===== config.mk =====
export PLATFORM = sky130hd
export DESIGN_NAME = accel_step_detector_core_flat
export DESIGN_NICKNAME = d
export VERILOG_FILES = /design/src/design/asd_pkg.sv /design/src/design/asd_if.sv /design/src/design/asd_front.sv /design/src/design/asd_queue.sv /design/src/design/asd_back.sv /design/src/design/accel_step_detector_core.sv /design/src/flat_wrapper.sv
export SDC_FILE = /design/constraint.sdc
export NUM_CORES = 2
export LEC_CHECK = 0
export ABC_AREA = 1
export BUFFER_PORTS_ARGS = -buffer_cell sky130_fd_sc_hd__buf_2
export CAP_MARGIN = 20
export CORE_ASPECT_RATIO = 1.4
export CORE_MARGIN = 2
export CORE_UTILIZATION = 65
export CTS_CLUSTER_DIAMETER = 120
export DETAILED_ROUTE_END_ITERATION = 10
export PLACE_DENSITY = 0.85
export SYNTH_ARGS = -nofsm -noshare
export SYNTH_HDL_FRONTEND = slang
export SYNTH_SLANG_ARGS = --single-unit

===== constraint.sdc =====
create_clock -name clk -period 13.55 [get_ports clk]
set_input_delay 1.355 -clock clk [delete_from_list [all_inputs] [get_ports clk]]
set_output_delay 1.355 -clock clk [all_outputs]
set_load 0.02 [all_outputs]

===== src/design/asd_pkg.sv =====
package asd_pkg;

	// sample geometry
	localparam int SAMPLE_BITS = 16;
	localparam int AXIS_W      = 16;
	localparam int TIME_W      = 32;
	localparam int COUNT_W     = 32;
	localparam int MAG_W       = 16;

	// square and root widths follow from the sample width
	localparam int SQ1_W     = 2 * SAMPLE_BITS;
	localparam int ROOT_BITS = SAMPLE_BITS + 1;
	localparam int SQ_W      = 2 * ROOT_BITS;
	localparam int ITER_W    = $clog2(ROOT_BITS);

	// configuration port
	localparam int CFG_W     = 16;
	localparam int CFG_IDX_W = 2;

	localparam logic [CFG_IDX_W-1:0] REG_RISE     = CFG_IDX_W'(0);
	localparam logic [CFG_IDX_W-1:0] REG_SETTLE   = CFG_IDX_W'(1);
	localparam logic [CFG_IDX_W-1:0] REG_INTERVAL = CFG_IDX_W'(2);

	localparam logic [CFG_W-1:0] RESET_RISE     = CFG_W'(307);
	localparam logic [CFG_W-1:0] RESET_SETTLE   = CFG_W'(102);
	localparam logic [CFG_W-1:0] RESET_INTERVAL = CFG_W'(300);

	// queue between front and back
	localparam int QDEPTH  = 2;
	localparam int QPTR_W  = $clog2(QDEPTH);
	localparam int QCNT_W  = $clog2(QDEPTH + 1);

	typedef struct packed {
		logic [SQ_W-1:0]   sum_sq;
		logic [TIME_W-1:0] time_ms;
	} asd_work_t;

	typedef struct packed {
		logic [CFG_W-1:0] rise_threshold;
		logic [CFG_W-1:0] settle_threshold;
		logic [CFG_W-1:0] min_interval_ms;
	} asd_cfg_t;

	typedef enum logic [1:0] {
		ST_IDLE,
		ST_ROOT,
		ST_DONE
	} asd_state_t;

endpackage


===== src/design/asd_if.sv =====
interface asd_sample_if;
	import asd_pkg::*;

	logic                     valid;
	logic                     ready;
	logic signed [AXIS_W-1:0] accel_x;
	logic signed [AXIS_W-1:0] accel_y;
	logic signed [AXIS_W-1:0] accel_z;
	logic [TIME_W-1:0]        time_ms;

	modport source (output valid, output accel_x, output accel_y, output accel_z,
		output time_ms, input ready);
	modport sink (input valid, input accel_x, input accel_y, input accel_z,
		input time_ms, output ready);
endinterface

interface asd_result_if;
	import asd_pkg::*;

	logic               valid;
	logic               ready;
	logic [COUNT_W-1:0] steps_total;
	logic               step_now;
	logic [MAG_W-1:0]   magnitude;

	modport source (output valid, output steps_total, output step_now, output magnitude,
		input ready);
	modport sink (input valid, input steps_total, input step_now, input magnitude,
		output ready);
endinterface


===== src/design/asd_front.sv =====
module asd_front import asd_pkg::*; (
	input  logic         clk,
	input  logic         arst_n,
	asd_sample_if.sink   sample,
	output asd_work_t    work,
	output logic         work_valid,
	input  logic         work_ready
);

	logic                   v_s1;
	logic                   v_s2;
	logic                   adv_s1;
	logic                   adv_s2;
	logic [SAMPLE_BITS-1:0] abs_x_s1;
	logic [SAMPLE_BITS-1:0] abs_y_s1;
	logic [SAMPLE_BITS-1:0] abs_z_s1;
	logic [TIME_W-1:0]      time_s1;
	logic [SQ1_W-1:0]       sq_x_s2;
	logic [SQ1_W-1:0]       sq_y_s2;
	logic [SQ1_W-1:0]       sq_z_s2;
	logic [TIME_W-1:0]      time_s2;

	// axis taken from its low bits as two's complement, then made absolute
	function automatic logic [SAMPLE_BITS-1:0] axis_abs(input logic [AXIS_W-1:0] raw);
		logic [SAMPLE_BITS-1:0] v;
		v = SAMPLE_BITS'(raw);
		return v[SAMPLE_BITS-1] ? (SAMPLE_BITS'(0) - v) : v;
	endfunction

	// stage enables: a stage moves when it is empty or its successor moves
	assign adv_s2       = !v_s2 || work_ready;
	assign adv_s1       = !v_s1 || adv_s2;
	assign sample.ready = adv_s1;

	always_ff @(posedge clk or negedge arst_n) begin
		if (!arst_n) begin
			v_s1 <= 1'b0;
			v_s2 <= 1'b0;
		end else begin
			if (adv_s1) v_s1 <= sample.valid;
			if (adv_s2) v_s2 <= v_s1;
		end
	end

	// stage 1: absolute values
	always_ff @(posedge clk) begin
		if (adv_s1 && sample.valid) begin
			abs_x_s1 <= axis_abs(sample.accel_x);
			abs_y_s1 <= axis_abs(sample.accel_y);
			abs_z_s1 <= axis_abs(sample.accel_z);
			time_s1  <= sample.time_ms;
		end
	end

	// stage 2: one square per axis
	always_ff @(posedge clk) begin
		if (adv_s2 && v_s1) begin
			sq_x_s2 <= SQ1_W'(abs_x_s1) * SQ1_W'(abs_x_s1);
			sq_y_s2 <= SQ1_W'(abs_y_s1) * SQ1_W'(abs_y_s1);
			sq_z_s2 <= SQ1_W'(abs_z_s1) * SQ1_W'(abs_z_s1);
			time_s2 <= time_s1;
		end
	end

	// sum of squares into the queue
	assign work.sum_sq  = SQ_W'(sq_x_s2) + SQ_W'(sq_y_s2) + SQ_W'(sq_z_s2);
	assign work.time_ms = time_s2;
	assign work_valid   = v_s2;

endmodule


===== src/design/asd_queue.sv =====
module asd_queue import asd_pkg::*; (
	input  logic      clk,
	input  logic      arst_n,
	input  logic      push_valid,
	output logic      push_ready,
	input  asd_work_t push_data,
	output logic      pop_valid,
	input  logic      pop_ready,
	output asd_work_t pop_data
);

	asd_work_t         mem_q [QDEPTH];
	logic [QPTR_W-1:0] wr_ptr_q;
	logic [QPTR_W-1:0] rd_ptr_q;
	logic [QCNT_W-1:0] count_q;
	logic              do_push;
	logic              do_pop;

	assign push_ready = (count_q != QCNT_W'(QDEPTH));
	assign pop_valid  = (count_q != QCNT_W'(0));
	assign do_push    = push_valid && push_ready;
	assign do_pop     = pop_valid && pop_ready;
	assign pop_data   = mem_q[rd_ptr_q];

	// pointers and fill count
	always_ff @(posedge clk or negedge arst_n) begin
		if (!arst_n) begin
			wr_ptr_q <= '0;
			rd_ptr_q <= '0;
			count_q  <= '0;
		end else begin
			if (do_push) wr_ptr_q <= (wr_ptr_q == QPTR_W'(QDEPTH - 1)) ? '0 : wr_ptr_q + 1'b1;
			if (do_pop)  rd_ptr_q <= (rd_ptr_q == QPTR_W'(QDEPTH - 1)) ? '0 : rd_ptr_q + 1'b1;
			case ({do_push, do_pop})
				2'b10:   count_q <= count_q + 1'b1;
				2'b01:   count_q <= count_q - 1'b1;
				default: count_q <= count_q;
			endcase
		end
	end

	// entry storage
	always_ff @(posedge clk) begin
		if (do_push) mem_q[wr_ptr_q] <= push_data;
	end

endmodule


===== src/design/asd_back.sv =====
module asd_back import asd_pkg::*; (
	input  logic          clk,
	input  logic          arst_n,
	input  asd_cfg_t      cfg,
	input  logic          q_valid,
	output logic          q_pop,
	input  asd_work_t     q_data,
	asd_result_if.source  result
);

	asd_state_t          state_q;
	asd_state_t          state_d;
	logic                start;
	logic                load;
	logic [ITER_W-1:0]   iter_q;
	logic [SQ_W-1:0]     rem_q;
	logic [SQ_W-1:0]     res_q;
	logic [SQ_W-1:0]     bit_q;
	logic [SQ_W-1:0]     trial;
	logic                take;
	logic [TIME_W-1:0]   time_q;

	logic [MAG_W-1:0]    prev_mag_q;
	logic [TIME_W-1:0]   last_step_q;
	logic [COUNT_W-1:0]  step_total_q;
	logic                disarmed_q;

	logic [MAG_W-1:0]    mag;
	logic [MAG_W-1:0]    change;
	logic [TIME_W-1:0]   elapsed;
	logic                fire;
	logic                disarmed_d;

	logic                out_valid_q;
	logic [COUNT_W-1:0]  out_steps_q;
	logic                out_step_q;
	logic [MAG_W-1:0]    out_mag_q;

	// sequencer: pull a sum, run the root, hand off to the output register
	always_comb begin
		state_d = state_q;
		start   = 1'b0;
		load    = 1'b0;
		case (state_q)
			ST_IDLE: begin
				if (q_valid) begin
					start   = 1'b1;
					state_d = ST_ROOT;
				end
			end
			ST_ROOT: begin
				if (iter_q == ITER_W'(ROOT_BITS - 1)) state_d = ST_DONE;
			end
			ST_DONE: begin
				if (!out_valid_q || result.ready) begin
					load = 1'b1;
					if (q_valid) begin
						start   = 1'b1;
						state_d = ST_ROOT;
					end else begin
						state_d = ST_IDLE;
					end
				end
			end
			default: state_d = ST_IDLE;
		endcase
	end

	assign q_pop = start;

	always_ff @(posedge clk or negedge arst_n) begin
		if (!arst_n) begin
			state_q <= ST_IDLE;
			iter_q  <= '0;
		end else begin
			state_q <= state_d;
			if (start)                  iter_q <= '0;
			else if (state_q == ST_ROOT) iter_q <= iter_q + 1'b1;
		end
	end

	// bit-pair square root, one result bit per cycle
	assign trial = res_q + bit_q;
	assign take  = (rem_q >= trial);

	always_ff @(posedge clk) begin
		if (start) begin
			rem_q  <= q_data.sum_sq;
			res_q  <= '0;
			bit_q  <= SQ_W'(1) << (SQ_W - 2);
			time_q <= q_data.time_ms;
		end else if (state_q == ST_ROOT) begin
			if (take) begin
				rem_q <= rem_q - trial;
				res_q <= (res_q >> 1) + bit_q;
			end else begin
				res_q <= res_q >> 1;
			end
			bit_q <= bit_q >> 2;
		end
	end

	// step decision on the finished root
	always_comb begin
		mag     = (|res_q[SQ_W-1:MAG_W]) ? {MAG_W{1'b1}} : res_q[MAG_W-1:0];
		change  = (mag >= prev_mag_q) ? (mag - prev_mag_q) : (prev_mag_q - mag);
		elapsed = time_q - last_step_q;
		fire    = (change > cfg.rise_threshold) &&
			(elapsed > TIME_W'(cfg.min_interval_ms)) && !disarmed_q;
		disarmed_d = fire ? 1'b1 : disarmed_q;
		if (change < cfg.settle_threshold) disarmed_d = 1'b0;
	end

	// detector state
	always_ff @(posedge clk or negedge arst_n) begin
		if (!arst_n) begin
			prev_mag_q   <= '0;
			last_step_q  <= '0;
			step_total_q <= '0;
			disarmed_q   <= 1'b0;
		end else if (load) begin
			prev_mag_q <= mag;
			disarmed_q <= disarmed_d;
			if (fire) begin
				step_total_q <= step_total_q + 1'b1;
				last_step_q  <= time_q;
			end
		end
	end

	// output register
	always_ff @(posedge clk or negedge arst_n) begin
		if (!arst_n) begin
			out_valid_q <= 1'b0;
		end else if (load) begin
			out_valid_q <= 1'b1;
		end else if (result.ready) begin
			out_valid_q <= 1'b0;
		end
	end

	always_ff @(posedge clk) begin
		if (load) begin
			out_steps_q <= fire ? step_total_q + 1'b1 : step_total_q;
			out_step_q  <= fire;
			out_mag_q   <= mag;
		end
	end

	assign result.valid       = out_valid_q;
	assign result.steps_total = out_steps_q;
	assign result.step_now    = out_step_q;
	assign result.magnitude   = out_mag_q;

	// checks
	a_iter_bound: assert property (@(posedge clk) disable iff (!arst_n)
		(state_q == ST_ROOT) |-> (iter_q <= ITER_W'(ROOT_BITS - 1)))
		else $error("root iteration count out of range");

	a_pop_not_busy: assert property (@(posedge clk) disable iff (!arst_n)
		q_pop |-> (q_valid && (state_q == ST_IDLE || state_q == ST_DONE)))
		else $error("queue popped while root busy");

	a_load_shows: assert property (@(posedge clk) disable iff (!arst_n)
		load |=> (out_valid_q && out_steps_q == step_total_q))
		else $error("result register does not match step count");

	a_count_step: assert property (@(posedge clk) disable iff (!arst_n)
		(load && fire) |=> (step_total_q == $past(step_total_q) + 1'b1 && disarmed_q ==
		$past(disarmed_d)))
		else $error("step not counted");

endmodule


===== src/design/accel_step_detector_core.sv =====
// Magnitude-threshold step detector. Each accepted sample (three signed axes at
// 1/1024 g and a millisecond timestamp) yields exactly one result: the running
// step count, a flag for a step on this sample, and the truncated magnitude
// sqrt(x*x + y*y + z*z). A front pipeline takes the absolute values and squares in
// two stages and feeds a two-entry queue; the back end runs a bit-pair square root
// that retires one result bit per cycle, then decides the step and loads the output
// register once that register is free. The root unit works on one sum at a time and
// pulls the next only after the previous result is loaded. Thresholds must be
// written through the cfg port while no sample is in flight; the block itself
// does not enforce this. Index 0 is the rise threshold, 1 the settle threshold,
// 2 the minimum step interval in ms; other indexes are ignored.
module accel_step_detector_core import asd_pkg::*; (
	input  logic                 clk,
	input  logic                 arst_n,
	input  logic                 cfg_we,
	input  logic [CFG_IDX_W-1:0] cfg_index,
	input  logic [CFG_W-1:0]     cfg_data,
	asd_sample_if.sink           sample,
	asd_result_if.source         result
);

	asd_cfg_t  cfg_q;
	asd_work_t work;
	logic      work_valid;
	logic      work_ready;
	asd_work_t q_data;
	logic      q_valid;
	logic      q_pop;

	// threshold registers
	always_ff @(posedge clk or negedge arst_n) begin
		if (!arst_n) begin
			cfg_q.rise_threshold   <= RESET_RISE;
			cfg_q.settle_threshold <= RESET_SETTLE;
			cfg_q.min_interval_ms  <= RESET_INTERVAL;
		end else if (cfg_we) begin
			case (cfg_index)
				REG_RISE:     cfg_q.rise_threshold   <= cfg_data;
				REG_SETTLE:   cfg_q.settle_threshold <= cfg_data;
				REG_INTERVAL: cfg_q.min_interval_ms  <= cfg_data;
				default:      cfg_q                  <= cfg_q;
			endcase
		end
	end

	asd_front u_front (
		.clk        (clk),
		.arst_n     (arst_n),
		.sample     (sample),
		.work       (work),
		.work_valid (work_valid),
		.work_ready (work_ready)
	);

	asd_queue u_queue (
		.clk        (clk),
		.arst_n     (arst_n),
		.push_valid (work_valid),
		.push_ready (work_ready),
		.push_data  (work),
		.pop_valid  (q_valid),
		.pop_ready  (q_pop),
		.pop_data   (q_data)
	);

	asd_back u_back (
		.clk     (clk),
		.arst_n  (arst_n),
		.cfg     (cfg_q),
		.q_valid (q_valid),
		.q_pop   (q_pop),
		.q_data  (q_data),
		.result  (result)
	);

endmodule


===== src/flat_wrapper.sv =====
// flat-port wrapper written by rule: the top's interface ports become plain ports
module accel_step_detector_core_flat import asd_pkg::*;
  (clk, arst_n, cfg_we, cfg_index, cfg_data, sample_valid, sample_accel_x, sample_accel_y, sample_accel_z, sample_time_ms, sample_ready, result_valid, result_steps_total, result_step_now, result_magnitude, result_ready);
  asd_sample_if sample_i ();
  asd_result_if result_i ();
  input  logic clk;
  input  logic arst_n;
  input  logic cfg_we;
  input  logic [CFG_IDX_W-1:0] cfg_index;
  input  logic [CFG_W-1:0] cfg_data;
  input wire logic [$bits(sample_i.valid)-1:0] sample_valid;
  input wire logic [$bits(sample_i.accel_x)-1:0] sample_accel_x;
  input wire logic [$bits(sample_i.accel_y)-1:0] sample_accel_y;
  input wire logic [$bits(sample_i.accel_z)-1:0] sample_accel_z;
  input wire logic [$bits(sample_i.time_ms)-1:0] sample_time_ms;
  output wire logic [$bits(sample_i.ready)-1:0] sample_ready;
  output wire logic [$bits(result_i.valid)-1:0] result_valid;
  output wire logic [$bits(result_i.steps_total)-1:0] result_steps_total;
  output wire logic [$bits(result_i.step_now)-1:0] result_step_now;
  output wire logic [$bits(result_i.magnitude)-1:0] result_magnitude;
  input wire logic [$bits(result_i.ready)-1:0] result_ready;
  assign sample_i.valid = sample_valid;
  assign sample_i.accel_x = sample_accel_x;
  assign sample_i.accel_y = sample_accel_y;
  assign sample_i.accel_z = sample_accel_z;
  assign sample_i.time_ms = sample_time_ms;
  assign sample_ready = sample_i.ready;
  assign result_valid = result_i.valid;
  assign result_steps_total = result_i.steps_total;
  assign result_step_now = result_i.step_now;
  assign result_magnitude = result_i.magnitude;
  assign result_i.ready = result_ready;
  accel_step_detector_core u_core (.clk(clk), .arst_n(arst_n), .cfg_we(cfg_we), .cfg_index(cfg_index), .cfg_data(cfg_data), .sample(sample_i), .result(result_i));
endmodule

==> impl_metrics.py <==
metrics = {
    "status": {
        "status": "finished clean",
    },
    "global_route": {
        "grt_pass1_vias": 47445,
        "grt_pass1_wl_um": 226400,
        "grt_max_degree": 88,
        "grt_overflow_total": 0,
        "antenna_found_initial": 1,
        "grt_usage_pct": 30.69,
    },
    "critical_path": {
        "cp-end-kind": "flop",
        "slowest_stage": "inv_2",
        "cp.required_ns": 14.11,
        "cp_max_fo": 63,
        "ff2ff_setup_slack_ns": 6.16,
        "crit_type": "reg2reg",
        "cpPeakStageDelay_ns": 0.77,
        "start_kind": "flop",
        "cp.arrival_ns": 7.96,
    },
    "clock_tree": {
        "h-tree-depth": 3,
        "cts_made_buffers": 67,
        "hold_buffers": 0,
        "cts_root_buf": "clkbuf_16",
        "clockBufferDepth": 3,
        "cts_resized": 0,
        "clock_latency_ns": 0.67,
        "cts_setup_buffers": 0,
        "cts_sinks": 646,
        "cts_tree": "done",
        "clkSlewWorstSetupHoldPaths_ns": 0.06,
    },
    "sta": {
        "tightest_slew_ns": 1.086,
        "setup_viol_count_final": 0,
        "max_freq_mhz": 135.3,
        "rsz0062_at_grt": "no",
        "tns_ns": 0,
        "slew_viol_final": 0,
        "skew_ns": 0.02095,
        "finalHoldViolations": 0,
        "fin_crit_ns": 7.393,
        "fin_crit_sh_pct": 54.56,
        "slew_headroom_pct": 27.57,
    },
    "logic_synthesis": {
        "ys_warn_count": 0,
        "synth-async-reset-ratio_pct": 22.14,
        "synth-edff-count": 452,
        "synth_seq_area_share_pct": 31.28,
        "ys_seq_elements": 646,
        "synth_top_flop_cell": "edfxtp_1",
        "syn_avg_cell_area_sq_um": 8.589,
        "yosysUniqueCellTypes": 61,
        "syn-instance-count": 6770,
        "syn-cell-area_sq_um": 58150,
    },
    "min_path": {
        "hold_path.class": "reg2reg",
    },
    "placed_design": {
        "gp_congestion": 0.9688,
        "numPortBuffers": 153,
        "dpl.hpwl_um": 107400,
    },
    "drt": {
        "num_vias": 44534,
        "vias_per_cell": 5.513,
        "wirelength_um": 137200,
        "drtIter0Drc": 2984,
        "drc": 0,
        "ant_nets": 0,
        "wire_per_inst_um": 16.98,
        "dr.pass1.iters": 6,
    },
    "finish": {
        "layout.nets": 7983,
        "num_antenna_cells": 0,
        "drive_gt1_share_pct": 6.030,
        "syn2layout_area_growth_pct": 6.877,
    },
    "die": {
        "ios": 154,
        "die_y_um": 357.9,
        "die_width_um": 256.8,
        "die-area_sq_um": 91910,
        "start_util_pct": 65.74,
        "core_sq_um": 88450,
        "num_rows": 129,
    },
    "run": {
        "cap_violations": 0,
    },
}
logic make-up after synthesis:
kind of cell             after synthesis  synth area share (%)
multiplexers                           7                0.1205
buffers and inverters               1693                 11.04
XOR/XNOR                             304                 4.579
AND/OR/NAND/NOR                     2248                 15.82
other                                  1              0.006449
adder cells (fa/ha/maj)             1036                 29.17
AO/OA/AOI/OAI                        835                 7.976
flip-flops                           646                 31.28
layout by cell type, fill, tap and decap left out, types with 15 or more instances in the layout:
cell	count
nand2_1	1522
inv_1	1506
fa_1	533
ha_1	503
edfxtp_1	452
a21oi_1	320
nor2_1	318
o21ai_0	292
xor2_1	193
nand3_1	157
buf_2	152
dfrtp_1	129
xnor2_1	111
nor3_1	77
clkbuf_16	68
nand2_2	67
dfxtp_1	51
nand4_1	40
a21o_1	37
o21ai_1	37
nor4_1	28
a31oi_1	25
buf_4	21
o21bai_1	20
a22oi_1	18
o21a_1	15
cells in the mapped netlist (4+ instances only):
master     instances  area share, %
o21bai_1          20           0.26
xnor2_1          111            1.7
a211oi_1           5          0.065
a21oi_1          321            2.8
buf_2             15           0.13
dfxtp_1           51            1.8
nand2_1         1523            9.8
inv_1           1509            9.7
dfstp_2           13           0.59
o2111ai_1          8           0.12
o21ai_0          293            2.5
nor3_1            77           0.66
nor2_2             9          0.097
a21o_1            37           0.48
or2_2             10           0.11
nand4_1           40           0.43
o21a_1            15           0.19
o22ai_1            7          0.075
a31oi_1           25           0.27
dfrtp_1          130            5.6
a21boi_0           7          0.090
o31ai_1            9           0.12
nand2_2           66           0.71
o211ai_1          14           0.18
ha_1             503             11
inv_2              9          0.058
fa_1             533             18
o21ai_1           37           0.32
mux2i_1            7           0.12
buf_1              9          0.058
a221oi_1           4          0.060
nor3b_1            4          0.052
nand3_1          157            1.4
xor2_1           193            2.9
nand3b_1           4          0.052
nor4_1            28           0.30
a22oi_1           18           0.23
edfxtp_1         452             23
buf_4              4          0.052
nor2_1           320            2.1
clkbuf_1         141           0.91
routing by layer:
metal | global-route usage (%) | wire, um
met5 | 0 | 12
met4 | 20.01 | 9326
met3 | 3.492 | 6178
met2 | 57.91 | 72750
met1 | 32.25 | 48910
critical path: cells and delay by family, from the launching register on:
family / cells / cell delay (ns)
flip-flops: 1 / 0.37
adder cells (fa/ha/maj): 2 / 0.66
XOR/XNOR: 1 / 0.23
AND/OR/NAND/NOR: 12 / 2.84
AO/OA/AOI/OAI: 7 / 1.27
buffers and inverters: 6 / 1.86
final timing paths:
path,start,endpoint,cells past startpoint
max,u_core.u_back.res_q[17],u_core.u_back.last_step_q[9],28
min,u_core.u_front.time_s1[18],u_core.u_front.time_s2[18],0
max reg2reg,u_core.u_back.res_q[17],u_core.u_back.last_step_q[9],28
min reg2reg,u_core.u_front.time_s1[18],u_core.u_front.time_s2[18],0
max in group asynchronous,arst_n,u_core.u_back.step_total_q[18],2
min in group asynchronous,arst_n,u_core.cfg_q[10],1
final cells by class:
cell class                      instances  area (sq um)
Clock buffer                           80          1797
Clock inverter                         44         457.9
Fill cell                            6629         26300
Inverter                             1521          5713
Multi-Input combinational cell       4433         33570
Sequential cell                       646         18190
Tap cell                             1179          1475
Timing Repair Buffer                  175         944.7
state kept, by name (all words and copies together) (netlist names), 17 cells and up:
register / cells
u_core.u_queue.mem_q: 132
u_core.cfg_q: 48
u_core.u_back.rem_q: 34
u_core.u_back.res_q: 34
u_core.u_back.last_step_q: 32
u_core.u_back.result.steps_total: 32
u_core.u_back.step_total_q: 32
u_core.u_back.time_q: 32
u_core.u_front.time_s1: 32
u_core.u_front.time_s2: 32
u_core.u_front.sq_x_s2: 31
u_core.u_front.sq_y_s2: 31
u_core.u_front.sq_z_s2: 31
u_core.u_back.bit_q: 17
stage by stage:
stage	utilization, %	setup slack [ns]	area [sq um]	std cells	hold WS, ns
finish	70.27	6.157	62150	8078	0.4192
global route	70.27	5.394	62150	8078	0.4221
CTS	70.25	6.166	62130	8077	0.4196
detailed placement	67.70	6.216	59880	7953	0.4045
global placement	67.70	6.384	59880	7953	0.4006
floorplan	-	7.236	58160	6772	0.4003
Power is left out: the tool's default activity adds up to more than one toggle a clock period on the data nets, which glitch-free logic cannot reach.
